### src/rtl/ids_pkg.sv
// Shared types and constants for the image difference and similarity core.
`timescale 1ns / 1ps

package ids_pkg;

  localparam int PIX_W   = 8;
  localparam int TOTAL_W = 23;
  localparam int SHARE_W = 14;
  localparam int SCALE_W = 15;

  localparam logic [PIX_W-1:0]   CHAN_MAX = 8'd255;
  // Twice the hundredths-of-a-percent scale, for half-up rounding.
  localparam logic [SCALE_W-1:0] SCALE2   = 15'd20000;
  // 255 cubed, the largest per-pixel similarity product.
  localparam logic [3*PIX_W-1:0] CUBE     = 24'd16581375;

  typedef struct packed {
    logic [PIX_W-1:0] first_red;
    logic [PIX_W-1:0] first_green;
    logic [PIX_W-1:0] first_blue;
    logic [PIX_W-1:0] second_red;
    logic [PIX_W-1:0] second_green;
    logic [PIX_W-1:0] second_blue;
    logic             final_pixel;
  } ids_in_t;

  typedef struct packed {
    logic [PIX_W-1:0]   diff_red;
    logic [PIX_W-1:0]   diff_green;
    logic [PIX_W-1:0]   diff_blue;
    logic               stats_valid;
    logic [TOTAL_W-1:0] identical_total;
    logic [TOTAL_W-1:0] pixel_total;
    logic [SHARE_W-1:0] identical_share;
    logic [SHARE_W-1:0] similarity_share;
  } ids_out_t;

  typedef struct packed {
    logic take_pixel;
    logic load_diff;
    logic take_final;
    logic step_mul1;
    logic step_mul2;
    logic step_addn;
    logic div_start;
    logic div_sel;
    logic store_ishare;
    logic store_sshare;
    logic emit;
  } ids_cmd_t;

  typedef struct packed {
    logic div_done;
  } ids_stat_t;

endpackage

### src/rtl/ids_div.sv
// Iterative restoring divider producing one quotient bit per cycle.
`timescale 1ns / 1ps

module ids_div #(
  parameter int NUM_W = 64
) (
  input  logic                        clk,
  input  logic                        rst_n,
  input  logic                        start,
  input  logic [NUM_W-1:0]            num,
  input  logic [NUM_W-1:0]            den,
  output logic [ids_pkg::SHARE_W-1:0] quot,
  output logic                        done
);

  localparam int QW    = ids_pkg::SHARE_W;
  localparam int CNT_W = $clog2(QW);

  logic [NUM_W-1:0] rem_r;
  logic [NUM_W-1:0] dsh_r;
  logic [QW-1:0]    q_r;
  logic [CNT_W-1:0] cnt_r;
  logic             busy_r;
  logic             done_r;
  logic             ge;

  assign ge = (rem_r >= dsh_r);

  // The quotient is known to stay below 2^QW, so the divisor starts
  // aligned QW-1 places up.
  always_ff @(posedge clk) begin
    if (!rst_n) begin
      busy_r <= 1'b0;
      done_r <= 1'b0;
      cnt_r  <= '0;
    end else begin
      done_r <= 1'b0;
      if (start) begin
        busy_r <= 1'b1;
        cnt_r  <= CNT_W'(QW - 1);
      end else if (busy_r) begin
        if (cnt_r == '0) begin
          busy_r <= 1'b0;
          done_r <= 1'b1;
        end else begin
          cnt_r <= cnt_r - CNT_W'(1);
        end
      end
    end
  end

  always_ff @(posedge clk) begin
    if (start) begin
      rem_r <= num;
      dsh_r <= den << (QW - 1);
      q_r   <= '0;
    end else if (busy_r) begin
      if (ge) begin
        rem_r <= rem_r - dsh_r;
      end
      dsh_r <= dsh_r >> 1;
      q_r   <= {q_r[QW-2:0], ge};
    end
  end

  assign quot = q_r;
  assign done = done_r;

endmodule

### src/rtl/ids_datapath.sv
// Datapath: difference pixels, accumulators, share arithmetic and result register.
`timescale 1ns / 1ps

module ids_datapath #(
  parameter int MAX_PIXELS = 4194304
) (
  input  logic               clk,
  input  logic               rst_n,
  input  ids_pkg::ids_in_t   in_item,
  input  ids_pkg::ids_cmd_t  cmd,
  output ids_pkg::ids_stat_t stat,
  output ids_pkg::ids_out_t  out_item
);

  localparam int CNT_W  = $clog2(MAX_PIXELS + 1);
  localparam int CH_W   = ids_pkg::PIX_W;
  localparam int IA_W   = 2 * CH_W;
  localparam int PROD_W = 3 * CH_W;
  localparam int SC_W   = ids_pkg::SCALE_W;
  localparam int SUM_W  = CNT_W + PROD_W;
  localparam int NUM_W  = SUM_W + SC_W;
  localparam int LO_W   = PROD_W + SC_W;
  localparam int PCC_W  = CNT_W + PROD_W;
  localparam int IN_W   = CNT_W + SC_W;
  localparam int SH_W   = ids_pkg::SHARE_W;
  localparam int TOT_W  = ids_pkg::TOTAL_W;

  localparam logic [CNT_W-1:0] CNT_MAX = CNT_W'(MAX_PIXELS);

  logic [CH_W-1:0] dr, dg, db;
  logic [CH_W-1:0] inv_r, inv_g, inv_b;
  logic            identical;
  logic            below_max;

  logic [IA_W-1:0]   ia_r;
  logic [CH_W-1:0]   cb_r;
  logic              p1_v_r;
  logic [PROD_W-1:0] prod_r;
  logic              p2_v_r;

  logic [CNT_W-1:0] pc_r;
  logic [CNT_W-1:0] ic_r;
  logic [SUM_W-1:0] sum_r;

  logic [3*CH_W-1:0] hold_r;

  logic [LO_W-1:0]    plo_r;
  logic [PCC_W-1:0]   pcc_r;
  logic [IN_W-1:0]    ipr_r;
  logic [IN_W-1:0]    ni_r;
  logic [IN_W-1:0]    phi_r;
  logic [NUM_W-1:0]   acc_r;
  logic [NUM_W-1:0]   ns_r;
  logic [PCC_W:0]     ds_r;
  logic [CNT_W:0]     di;

  logic [NUM_W-1:0] div_num;
  logic [NUM_W-1:0] div_den;
  logic [SH_W-1:0]  quot;
  logic             div_done;
  logic             pc_zero;

  logic [SH_W-1:0] ishare_r;
  logic [SH_W-1:0] sshare_r;

  ids_pkg::ids_out_t out_r;

  always_comb begin
    dr = (in_item.second_red > in_item.first_red) ?
         in_item.second_red - in_item.first_red : in_item.first_red - in_item.second_red;
    dg = (in_item.second_green > in_item.first_green) ?
         in_item.second_green - in_item.first_green :
         in_item.first_green - in_item.second_green;
    db = (in_item.second_blue > in_item.first_blue) ?
         in_item.second_blue - in_item.first_blue : in_item.first_blue - in_item.second_blue;
    inv_r     = ids_pkg::CHAN_MAX - dr;
    inv_g     = ids_pkg::CHAN_MAX - dg;
    inv_b     = ids_pkg::CHAN_MAX - db;
    identical = (dr == '0) && (dg == '0) && (db == '0);
    below_max = (pc_r < CNT_MAX);
  end

  // Similarity product pipeline: two multiplies, then the accumulate.
  always_ff @(posedge clk) begin
    if (!rst_n) begin
      p1_v_r <= 1'b0;
      p2_v_r <= 1'b0;
    end else begin
      p1_v_r <= cmd.take_pixel && below_max;
      p2_v_r <= p1_v_r;
    end
  end

  always_ff @(posedge clk) begin
    if (cmd.take_pixel) begin
      ia_r <= IA_W'(inv_r) * IA_W'(inv_g);
      cb_r <= inv_b;
    end
    prod_r <= PROD_W'(ia_r) * PROD_W'(cb_r);
  end

  // Pixels past the limit still get a difference but are not counted.
  always_ff @(posedge clk) begin
    if (!rst_n) begin
      pc_r  <= '0;
      ic_r  <= '0;
      sum_r <= '0;
    end else if (cmd.emit) begin
      pc_r  <= '0;
      ic_r  <= '0;
      sum_r <= '0;
    end else begin
      if (cmd.take_pixel && below_max) begin
        pc_r <= pc_r + CNT_W'(1);
        ic_r <= ic_r + CNT_W'(identical);
      end
      if (p2_v_r) begin
        sum_r <= sum_r + SUM_W'(prod_r);
      end
    end
  end

  // Shares: identical = (ic*20000 + pc) / (2*pc),
  // similarity = (sum*20000 + pc*C) / (2*pc*C), with C = 255^3.
  always_ff @(posedge clk) begin
    if (cmd.take_final) begin
      hold_r <= {dr, dg, db};
    end
    if (cmd.step_mul1) begin
      plo_r <= LO_W'(sum_r[PROD_W-1:0]) * LO_W'(ids_pkg::SCALE2);
      pcc_r <= PCC_W'(pc_r) * PCC_W'(ids_pkg::CUBE);
      ipr_r <= IN_W'(ic_r) * IN_W'(ids_pkg::SCALE2);
    end
    if (cmd.step_mul2) begin
      ni_r  <= ipr_r + IN_W'(pc_r);
      phi_r <= IN_W'(sum_r[SUM_W-1:PROD_W]) * IN_W'(ids_pkg::SCALE2);
      acc_r <= NUM_W'(plo_r) + NUM_W'(pcc_r);
    end
    if (cmd.step_addn) begin
      ns_r <= (NUM_W'(phi_r) << PROD_W) + acc_r;
      ds_r <= {pcc_r, 1'b0};
    end
    if (cmd.store_ishare) begin
      ishare_r <= pc_zero ? '0 : quot;
    end
    if (cmd.store_sshare) begin
      sshare_r <= pc_zero ? '0 : quot;
    end
  end

  assign di      = {pc_r, 1'b0};
  assign pc_zero = (pc_r == '0);
  assign div_num = cmd.div_sel ? ns_r : NUM_W'(ni_r);
  assign div_den = cmd.div_sel ? NUM_W'(ds_r) : NUM_W'(di);

  ids_div #(
    .NUM_W (NUM_W)
  ) u_div (
    .clk   (clk),
    .rst_n (rst_n),
    .start (cmd.div_start),
    .num   (div_num),
    .den   (div_den),
    .quot  (quot),
    .done  (div_done)
  );

  always_ff @(posedge clk) begin
    if (cmd.load_diff) begin
      out_r.diff_red         <= dr;
      out_r.diff_green       <= dg;
      out_r.diff_blue        <= db;
      out_r.stats_valid      <= 1'b0;
      out_r.identical_total  <= '0;
      out_r.pixel_total      <= '0;
      out_r.identical_share  <= '0;
      out_r.similarity_share <= '0;
    end else if (cmd.emit) begin
      out_r.diff_red         <= hold_r[3*CH_W-1:2*CH_W];
      out_r.diff_green       <= hold_r[2*CH_W-1:CH_W];
      out_r.diff_blue        <= hold_r[CH_W-1:0];
      out_r.stats_valid      <= 1'b1;
      out_r.identical_total  <= TOT_W'(ic_r);
      out_r.pixel_total      <= TOT_W'(pc_r);
      out_r.identical_share  <= ishare_r;
      out_r.similarity_share <= sshare_r;
    end
  end

  assign stat.div_done = div_done;
  assign out_item      = out_r;

endmodule

### src/rtl/ids_ctrl.sv
// Controller: handshakes and the sequence that closes out an image.
`timescale 1ns / 1ps

module ids_ctrl (
  input  logic               clk,
  input  logic               rst_n,
  input  logic               in_valid,
  input  logic               in_final,
  input  logic               out_ready,
  output logic               in_ready,
  output logic               out_valid,
  output ids_pkg::ids_cmd_t  cmd,
  input  ids_pkg::ids_stat_t stat
);

  typedef enum logic [3:0] {
    S_IDLE,
    S_DRAIN1,
    S_DRAIN2,
    S_MUL1,
    S_MUL2,
    S_ADDN,
    S_DIV_I_GO,
    S_DIV_I_WAIT,
    S_DIV_S_GO,
    S_DIV_S_WAIT,
    S_EMIT
  } state_t;

  state_t state_r;
  state_t state_nxt;
  logic   out_valid_r;
  logic   out_free;
  logic   accept;

  assign out_free = !out_valid_r || out_ready;
  assign in_ready = (state_r == S_IDLE) && out_free;
  assign accept   = in_valid && in_ready;

  always_comb begin
    cmd          = '0;
    state_nxt    = state_r;
    cmd.div_sel  = (state_r == S_DIV_S_GO) || (state_r == S_DIV_S_WAIT);
    unique case (state_r)
      S_IDLE: begin
        cmd.take_pixel = accept;
        cmd.load_diff  = accept && !in_final;
        cmd.take_final = accept && in_final;
        if (accept && in_final) begin
          state_nxt = S_DRAIN1;
        end
      end
      // The drain states let the last product pass through prod_r into the similarity sum.
      S_DRAIN1: state_nxt = S_DRAIN2;
      S_DRAIN2: state_nxt = S_MUL1;
      S_MUL1: begin
        cmd.step_mul1 = 1'b1;
        state_nxt     = S_MUL2;
      end
      S_MUL2: begin
        cmd.step_mul2 = 1'b1;
        state_nxt     = S_ADDN;
      end
      S_ADDN: begin
        cmd.step_addn = 1'b1;
        state_nxt     = S_DIV_I_GO;
      end
      S_DIV_I_GO: begin
        cmd.div_start = 1'b1;
        state_nxt     = S_DIV_I_WAIT;
      end
      S_DIV_I_WAIT: begin
        if (stat.div_done) begin
          cmd.store_ishare = 1'b1;
          state_nxt        = S_DIV_S_GO;
        end
      end
      S_DIV_S_GO: begin
        cmd.div_start = 1'b1;
        state_nxt     = S_DIV_S_WAIT;
      end
      S_DIV_S_WAIT: begin
        if (stat.div_done) begin
          cmd.store_sshare = 1'b1;
          state_nxt        = S_EMIT;
        end
      end
      S_EMIT: begin
        if (out_free) begin
          cmd.emit  = 1'b1;
          state_nxt = S_IDLE;
        end
      end
      default: state_nxt = S_IDLE;
    endcase
  end

  always_ff @(posedge clk) begin
    if (!rst_n) begin
      state_r     <= S_IDLE;
      out_valid_r <= 1'b0;
    end else begin
      state_r <= state_nxt;
      if (cmd.load_diff || cmd.emit) begin
        out_valid_r <= 1'b1;
      end else if (out_ready) begin
        out_valid_r <= 1'b0;
      end
    end
  end

  assign out_valid = out_valid_r;

endmodule

### src/rtl/image_difference_similarity_core.sv
// Top level of the image difference and similarity core.
`timescale 1ns / 1ps

// Each item is one RGB pixel pair; each result is the per-channel absolute
// difference. Ordinary pixels are taken one per cycle unless the output stalls,
// with the result held in an output register so a new item enters in the cycle
// that the previous result is taken. The item flagged final_pixel also carries
// the pixel count, the count of identical pixels and two shares in hundredths
// of a percent; that item holds off input until its result is loaded, through
// the product pipeline drain, three multiply and add steps, and two passes of a
// shared one-bit-per-cycle divider. Counting stops at MAX_PIXELS.

module image_difference_similarity_core #(
  parameter int MAX_PIXELS = 4194304
) (
  input  logic              clk,
  input  logic              rst_n,
  input  logic              in_valid,
  output logic              in_ready,
  input  ids_pkg::ids_in_t  in_item,
  output logic              out_valid,
  input  logic              out_ready,
  output ids_pkg::ids_out_t out_item
);

  ids_pkg::ids_cmd_t  cmd;
  ids_pkg::ids_stat_t stat;

  ids_ctrl u_ctrl (
    .clk       (clk),
    .rst_n     (rst_n),
    .in_valid  (in_valid),
    .in_final  (in_item.final_pixel),
    .out_ready (out_ready),
    .in_ready  (in_ready),
    .out_valid (out_valid),
    .cmd       (cmd),
    .stat      (stat)
  );

  ids_datapath #(
    .MAX_PIXELS (MAX_PIXELS)
  ) u_datapath (
    .clk      (clk),
    .rst_n    (rst_n),
    .in_item  (in_item),
    .cmd      (cmd),
    .stat     (stat),
    .out_item (out_item)
  );

endmodule
### config.mk
export PLATFORM = sky130hd
export DESIGN_NAME = image_difference_similarity_core
export DESIGN_NICKNAME = d
export VERILOG_FILES = /design/src/rtl/ids_pkg.sv /design/src/rtl/ids_div.sv /design/src/rtl/ids_datapath.sv /design/src/rtl/ids_ctrl.sv /design/src/rtl/image_difference_similarity_core.sv
export SDC_FILE = /design/constraint.sdc
export NUM_CORES = 2
export LEC_CHECK = 0
export ABC_AREA = 1
export BUFFER_PORTS_ARGS = -buffer_cell sky130_fd_sc_hd__buf_2
export CAP_MARGIN = 10
export CELL_PAD_IN_SITES_DETAIL_PLACEMENT = 0
export CELL_PAD_IN_SITES_GLOBAL_PLACEMENT = 1
export CORE_MARGIN = 1
export CORE_UTILIZATION = 53
export DETAILED_ROUTE_END_ITERATION = 16
export GPL_TIMING_DRIVEN = 0
export PLACE_DENSITY = 0.89
export RECOVER_POWER = 50
export SYNTH_ARGS = -nofsm -noshare
export SYNTH_HDL_FRONTEND = slang
export SYNTH_SLANG_ARGS = --single-unit
### constraint.sdc
create_clock -name clk -period 21.3 [get_ports clk]
set_input_delay 4.26 -clock clk [delete_from_list [all_inputs] [get_ports clk]]
set_output_delay 4.26 -clock clk [all_outputs]
set_load 0.02 [all_outputs]
Yosys cells after proc, flatten, opt, wreduce, memory -nomap -nowiden. Cells that the tools add are included.

Div/mod/pow operators: 0. Equal/unequal tests: 15. Mux-type cells: 37. Magnitude comparators: 5. Add/subtract/negate cells: 17. Multiply operators: 6. Shift-type cells: 0. Reductions and logical operators: 30. Bitwise logic cells: 3.

Operator list (count): 2-to-1 mux 62 bit (6); 2-to-1 mux 99 bit (2); multiplier 23 x 10 -> 33 bit, second input constant (2); adder 62 bit (1); greater-or-equal comparator 62 bit (1); subtractor 62 bit (1); adder 39 x 47 -> 48 bit (1); 2-to-1 mux 48 bit (1); subtractor 8 bit (6); adder 47 x 24 -> 47 bit (1); multiplier 23 x 24 -> 47 bit, second input constant (1); case mux 4 bit (11 select lines) (1); adder 38 x 23 -> 38 bit (1); multiplier 24 x 10 -> 34 bit, second input constant (1); 2-to-1 mux 4 bit (7); greater-than comparator 8 bit (3); zero test 8 bit (3); multiplier 16 x 8 -> 24 bit (1); 2-to-1 mux 8 bit (3); subtractor 8 bit, first input constant (3); adder 23 x 1 -> 23 bit (1); adder 23 x 1 -> 23 bit, second input constant (1); zero test 23 bit (1); less-than comparator 23 bit, second input constant (1); other kinds (21) (63).

Register bits: 799. Output and inout bits: 101. Logic and storage cells: 150. Memories kept: 0. Bits in read-only memories: 0. Input bits: 53. Bits in latches: 0. Memory bits (writable): 0.

Longest topological paths before layout.
Depth in word-level cells: 8. Gate-level depth with buffers: 31. Depth with buffers taken out: 30.

By module. A second synthesis with hierarchy kept.

Cells, all modules: 8970. Area total of the unflattened synthesis: 72400.7 um2.

Modules (own cells, without submodules): ids_datapath (instances 1, seq. area each 17156.5 um2, cells each 7105, area an instance 60425.5 um2); ids_div (instances 1, seq. area each 3993.8 um2, cells each 1791, area an instance 11538.6 um2); ids_ctrl (instances 1, seq. area each 100.1 um2, cells each 74, area an instance 436.7 um2).

Least setup slack after synthesis. Ideal clock, no wire load.

Kind: input-to-reg. From: input port in_item[17] (netlist name). To: register u_datapath.ia_r[15], data pin. Stages on the path: 27. Arrival time: 9.160 ns. Slack: 11.879 ns. Required time: 21.039 ns. Path buffers: 0. Setup time: 0.261 ns. Cells stage by stage: inv_1 -> ha_1 -> fa_1 -> nand3b_1 -> nand2_1 -> nand2_1 -> nand2_1 -> nand2_2 -> nand2_1 -> nand2_1 -> inv_1 -> nor2_1 -> fa_1 -> inv_1 -> fa_1 -> fa_1 -> fa_1 -> inv_1 -> ha_1 -> nand2_1 -> o21ai_0 -> nor2_1 -> o21ai_0 -> nand3_1 -> nor2_1 -> nor2_1 -> xor2_1.

Longest elaborated chain between the ends: 4. Elaborated cells between the ends (all ways): 6. Those cells by class: add/sub: 3; mul: 1; order compare: 1; mux: 1.

Ends and longest elaborated chain: start: declaration (RTL line image_difference_similarity_core.sv:20) `input ids_pkg::ids_in_t in_item,`; subtractor 8 bit / greater-than comparator 8 bit (equally long branches) (RTL line ids_datapath.sv:70, ids_datapath.sv:69); 2-to-1 mux 8 bit * (RTL line ids_datapath.sv:69) `dr = (in_item.second_red > in_item.first_red) ?`; net u_datapath.dr[1] (RTL line ids_datapath.sv:30) `logic [CH_W-1:0] dr, dg, db;`; subtractor 8 bit * (RTL line ids_datapath.sv:76) `inv_r = ids_pkg::CHAN_MAX - dr;`; multiplier 8 x 8 -> 16 bit * (RTL line ids_datapath.sv:96) `ia_r <= IA_W'(inv_r) * IA_W'(inv_g);`; end signal: assignment (RTL line ids_datapath.sv:96); end: declaration (RTL line ids_datapath.sv:35) `logic [IA_W-1:0] ia_r;`.

Mark *: on every way through the listed nets, which the timed path passes. The rest lies on a longest branch. A chain may end at the register's enable or synchronous reset.

Worst setup path after layout. Same ends and word-level chain as after synthesis.

==> metrics <==
area growth from synthesis to layout 8.74%; largest net degree at the start of global routing 79; Hold Crit Class reg -> reg; largest family of logic cells by synthesized area adder cells; register bit total from synthesis 784; Port Buf Inserts 153; first-pass GRT wire length 333 mm; f_max 0.101 GHz; leak pwr 0.0403 uW; post-cts gate resize count 0; met2 Use GR 0.531; GRT overflow 0; fin crit share 0.464; clock-pin slew on the worst setup and hold paths 0.06 ns; power share of the combinational group 0.634; Horiz. Die Dim 369 um; synth top area cells edfxtp_1, ha_1, fa_1, nand2_1, inv_1; # IOs 154; cells after synthesis 8,741; Fillers 12.4k; Final setup violation count 0; hold_ws 0.379 ns; CORE AREA 133,000 sq um; share of the synthesized area in the top cell type 0.233; status complete, but fails checks; Worst setup EP type flop; Max VDD drop 0.000373 V; maxcap violations 6; RR Startpoint u_datapath.pc_r[5]; unrepaired setup endpoints after global routing no; Synth Area in XOR/XNOR 0.0389; GR peak layer met2; Post-Syn Area 71,200 sq um; FFs w/ async S/R, synth 0; clock power share 0.151; # diodes 0; number of antenna violations at the first check in global routing 4; Root Driver clkbuf_16; most frequent cells in the layout nand2_1, inv_1, ha_1; CTS Buf Count 88; fin nets 10.4k; H-tree Lvls 3; Fin Clk Skew 0.0798 ns; mux cell area share after synthesis 0; GR Util met1 0.440; Die ar. 136,000 sq um; P_int 5530 uW; Die Span Y 369 um; Worst Path Required 21.74 ns; CTS Sinks 784; DRC Markers 0; crit path launch type primary input; vias 58.2k; setup TNS 0 ns; Worst R2R Setup Slack 13.49 ns; drt total wl 216 mm; Netlist cell types 59; post-CTS setup repair buffer count 0; layout cells sized above 1 0.0426; sequential share of power 0.215; # hold bufs at CTS 0; Sw Pwr 5290 uW; Starting Density 0.534; Post-synth EDFFs 552; vias in the first global route 58.1k; TritonCTS clock tree done; Final ANT Viol Nets 0; met3 Use GR 0.0428; total iterations of the first detailed-routing run 8; Final Max Tran Viols 271; failing checks max-capacitance violations, max-slew violations; Top delay family on crit path adder cells; Avg WL per Cell 19.9 um; area share of fa/ha/maj cells after synthesis 0.289; hpwl dp 183 mm; Worst-Margin Slew 4.04 ns; Crit-path slowest cell o21ai_1; syn_area_per_cell 8.15 sq um; Fin. Hold Viols 0; CP Class in -> reg; Synth Area in Compound Gates 0.0877; Slew headroom -1.69; Power Density 140 nW/um^2; Multi-input gate area 42,500 sq um; Synth area leader edfxtp_1; Storage cell area 21,200 sq um; vias per cell 5.36; origin of the worst setup path in_item[17]; CP Buf/Inv Count 4; FP Rows 134; Detailed Route Iter0 Violations 4,558; gp weighted congestion 0.962; hold wc startpoint u_datapath.acc_r[17]; Worst Path Arrival 10.32 ns; register area share after synthesis 0.298; Yosys warning count 0; Tmin final 9.88 ns; largest stage delay on the critical path 0.70 ns; most common cell after layout, fill and taps aside nand2_1; CP max FO 9; Post-Synth Simple-Gate Area 0.180; Mapped Nets 10.1k; later-pin clock latency in the skew report 0.75 ns; Max clock buf depth 3; switching part of the total 0.489; Post-synth top flop edfxtp_1; GRT Util Overall 0.321
-- per-stage QoR --
| stage | worst slack [ns] | cell area [sq um] | total power, uW | instances | utilization |
|---|---|---|---|---|---|
| 6_report | 11.42 | 77500 | 10800 | 10800 | 0.580 |
| 3_5_place_dp | 10.77 | 74500 | 9160 | 10700 | 0.558 |
| 2_1_floorplan | 11.88 | 71200 | 7290 | 8741 | - |
| 4_1_cts | 11.54 | 77600 | 10800 | 10800 | 0.582 |
| 5_1_grt | 11.06 | 77500 | 11800 | 10800 | 0.580 |
| 3_3_place_gp | 9.58 | 74200 | 9060 | 10700 | 0.556 |
-- final timing paths --
check                         end  cells past startpoint
max           u_datapath.ia_r[15]                     26
min reg2reg   u_datapath.ns_r[17]                      0
min           u_datapath.ns_r[17]                      0
max reg2reg  u_datapath.pcc_r[44]                     19
-- cells by family after synthesis --
family          after synthesis
xor+xnor                    316
fa+ha+maj                  1346
compound gates             1143
simple gates               3155
buf+inv                    1997
flops                       784
-- synthesized netlist by cell type (79+ instances only) --
master,n
a21oi_1,523
clkbuf_1,89
dfxtp_1,232
edfxtp_1,552
fa_1,498
ha_1,848
inv_1,1853
nand2_1,2004
nand3_1,271
nor2_1,616
nor3_1,87
o21ai_0,369
xnor2_1,79
xor2_1,237
-- power groups by stage --
stage | registers (uW) | clock network (uW) | logic (uW)
after floorplan | 2340 | 0 | 4940
after global placement | 2360 | 0 | 6700
after detailed placement | 2350 | 0 | 6810
after CTS | 2320 | 1650 | 6860
after global routing | 2350 | 1710 | 7770
final | 2330 | 1630 | 6860
-- final cells by class --
type	instances	area share
clock buffers	99	0.0292
multi-input cells	5960	0.548
clock inverters	66	0.0113
inverters	1863	0.0903
plain buffers	134	0.00725
well taps	1768	0.0286
repair buffers	170	0.0113
flip-flops and latches	784	0.274
-- flip-flops by register name, summed over array words and instances (netlist names), 8 cells and up --
| register | count |
|---|---|
| u_datapath.out_item | 99 |
| u_datapath.ns_r | 62 |
| u_datapath.u_div.rem_r | 62 |
| u_datapath.u_div.dsh_r | 61 |
| u_datapath.acc_r | 48 |
| u_datapath.ds_r | 47 |
| u_datapath.pcc_r | 47 |
| u_datapath.sum_r | 47 |
| u_datapath.ni_r | 38 |
| u_datapath.plo_r | 34 |
| u_datapath.ipr_r | 33 |
| u_datapath.phi_r | 33 |
| u_datapath.hold_r | 24 |
| u_datapath.prod_r | 24 |
| u_datapath.ic_r | 23 |
| u_datapath.pc_r | 23 |
| u_datapath.ia_r | 16 |
| u_datapath.ishare_r | 14 |
| u_datapath.sshare_r | 14 |
| u_datapath.u_div.quot | 14 |
| u_datapath.cb_r | 8 |
-- layer usage --
layer  wire, um  share of wire
met1      96000           0.44
met2     100000           0.46
met3      13700          0.063
met4       6480          0.030
met5         31        0.00014
-- worst register-to-register path: cells and delay by family, from the launching register on --
family,cells,cell delay [ns]
adders and majority gates,8,4.10
and+or+nand+nor,6,1.60
DFF,1,0.84
buffers and inverters,4,0.71
xor gates and xnor gates,1,0.30
Note: power is estimated with default switching activity, not from simulation.
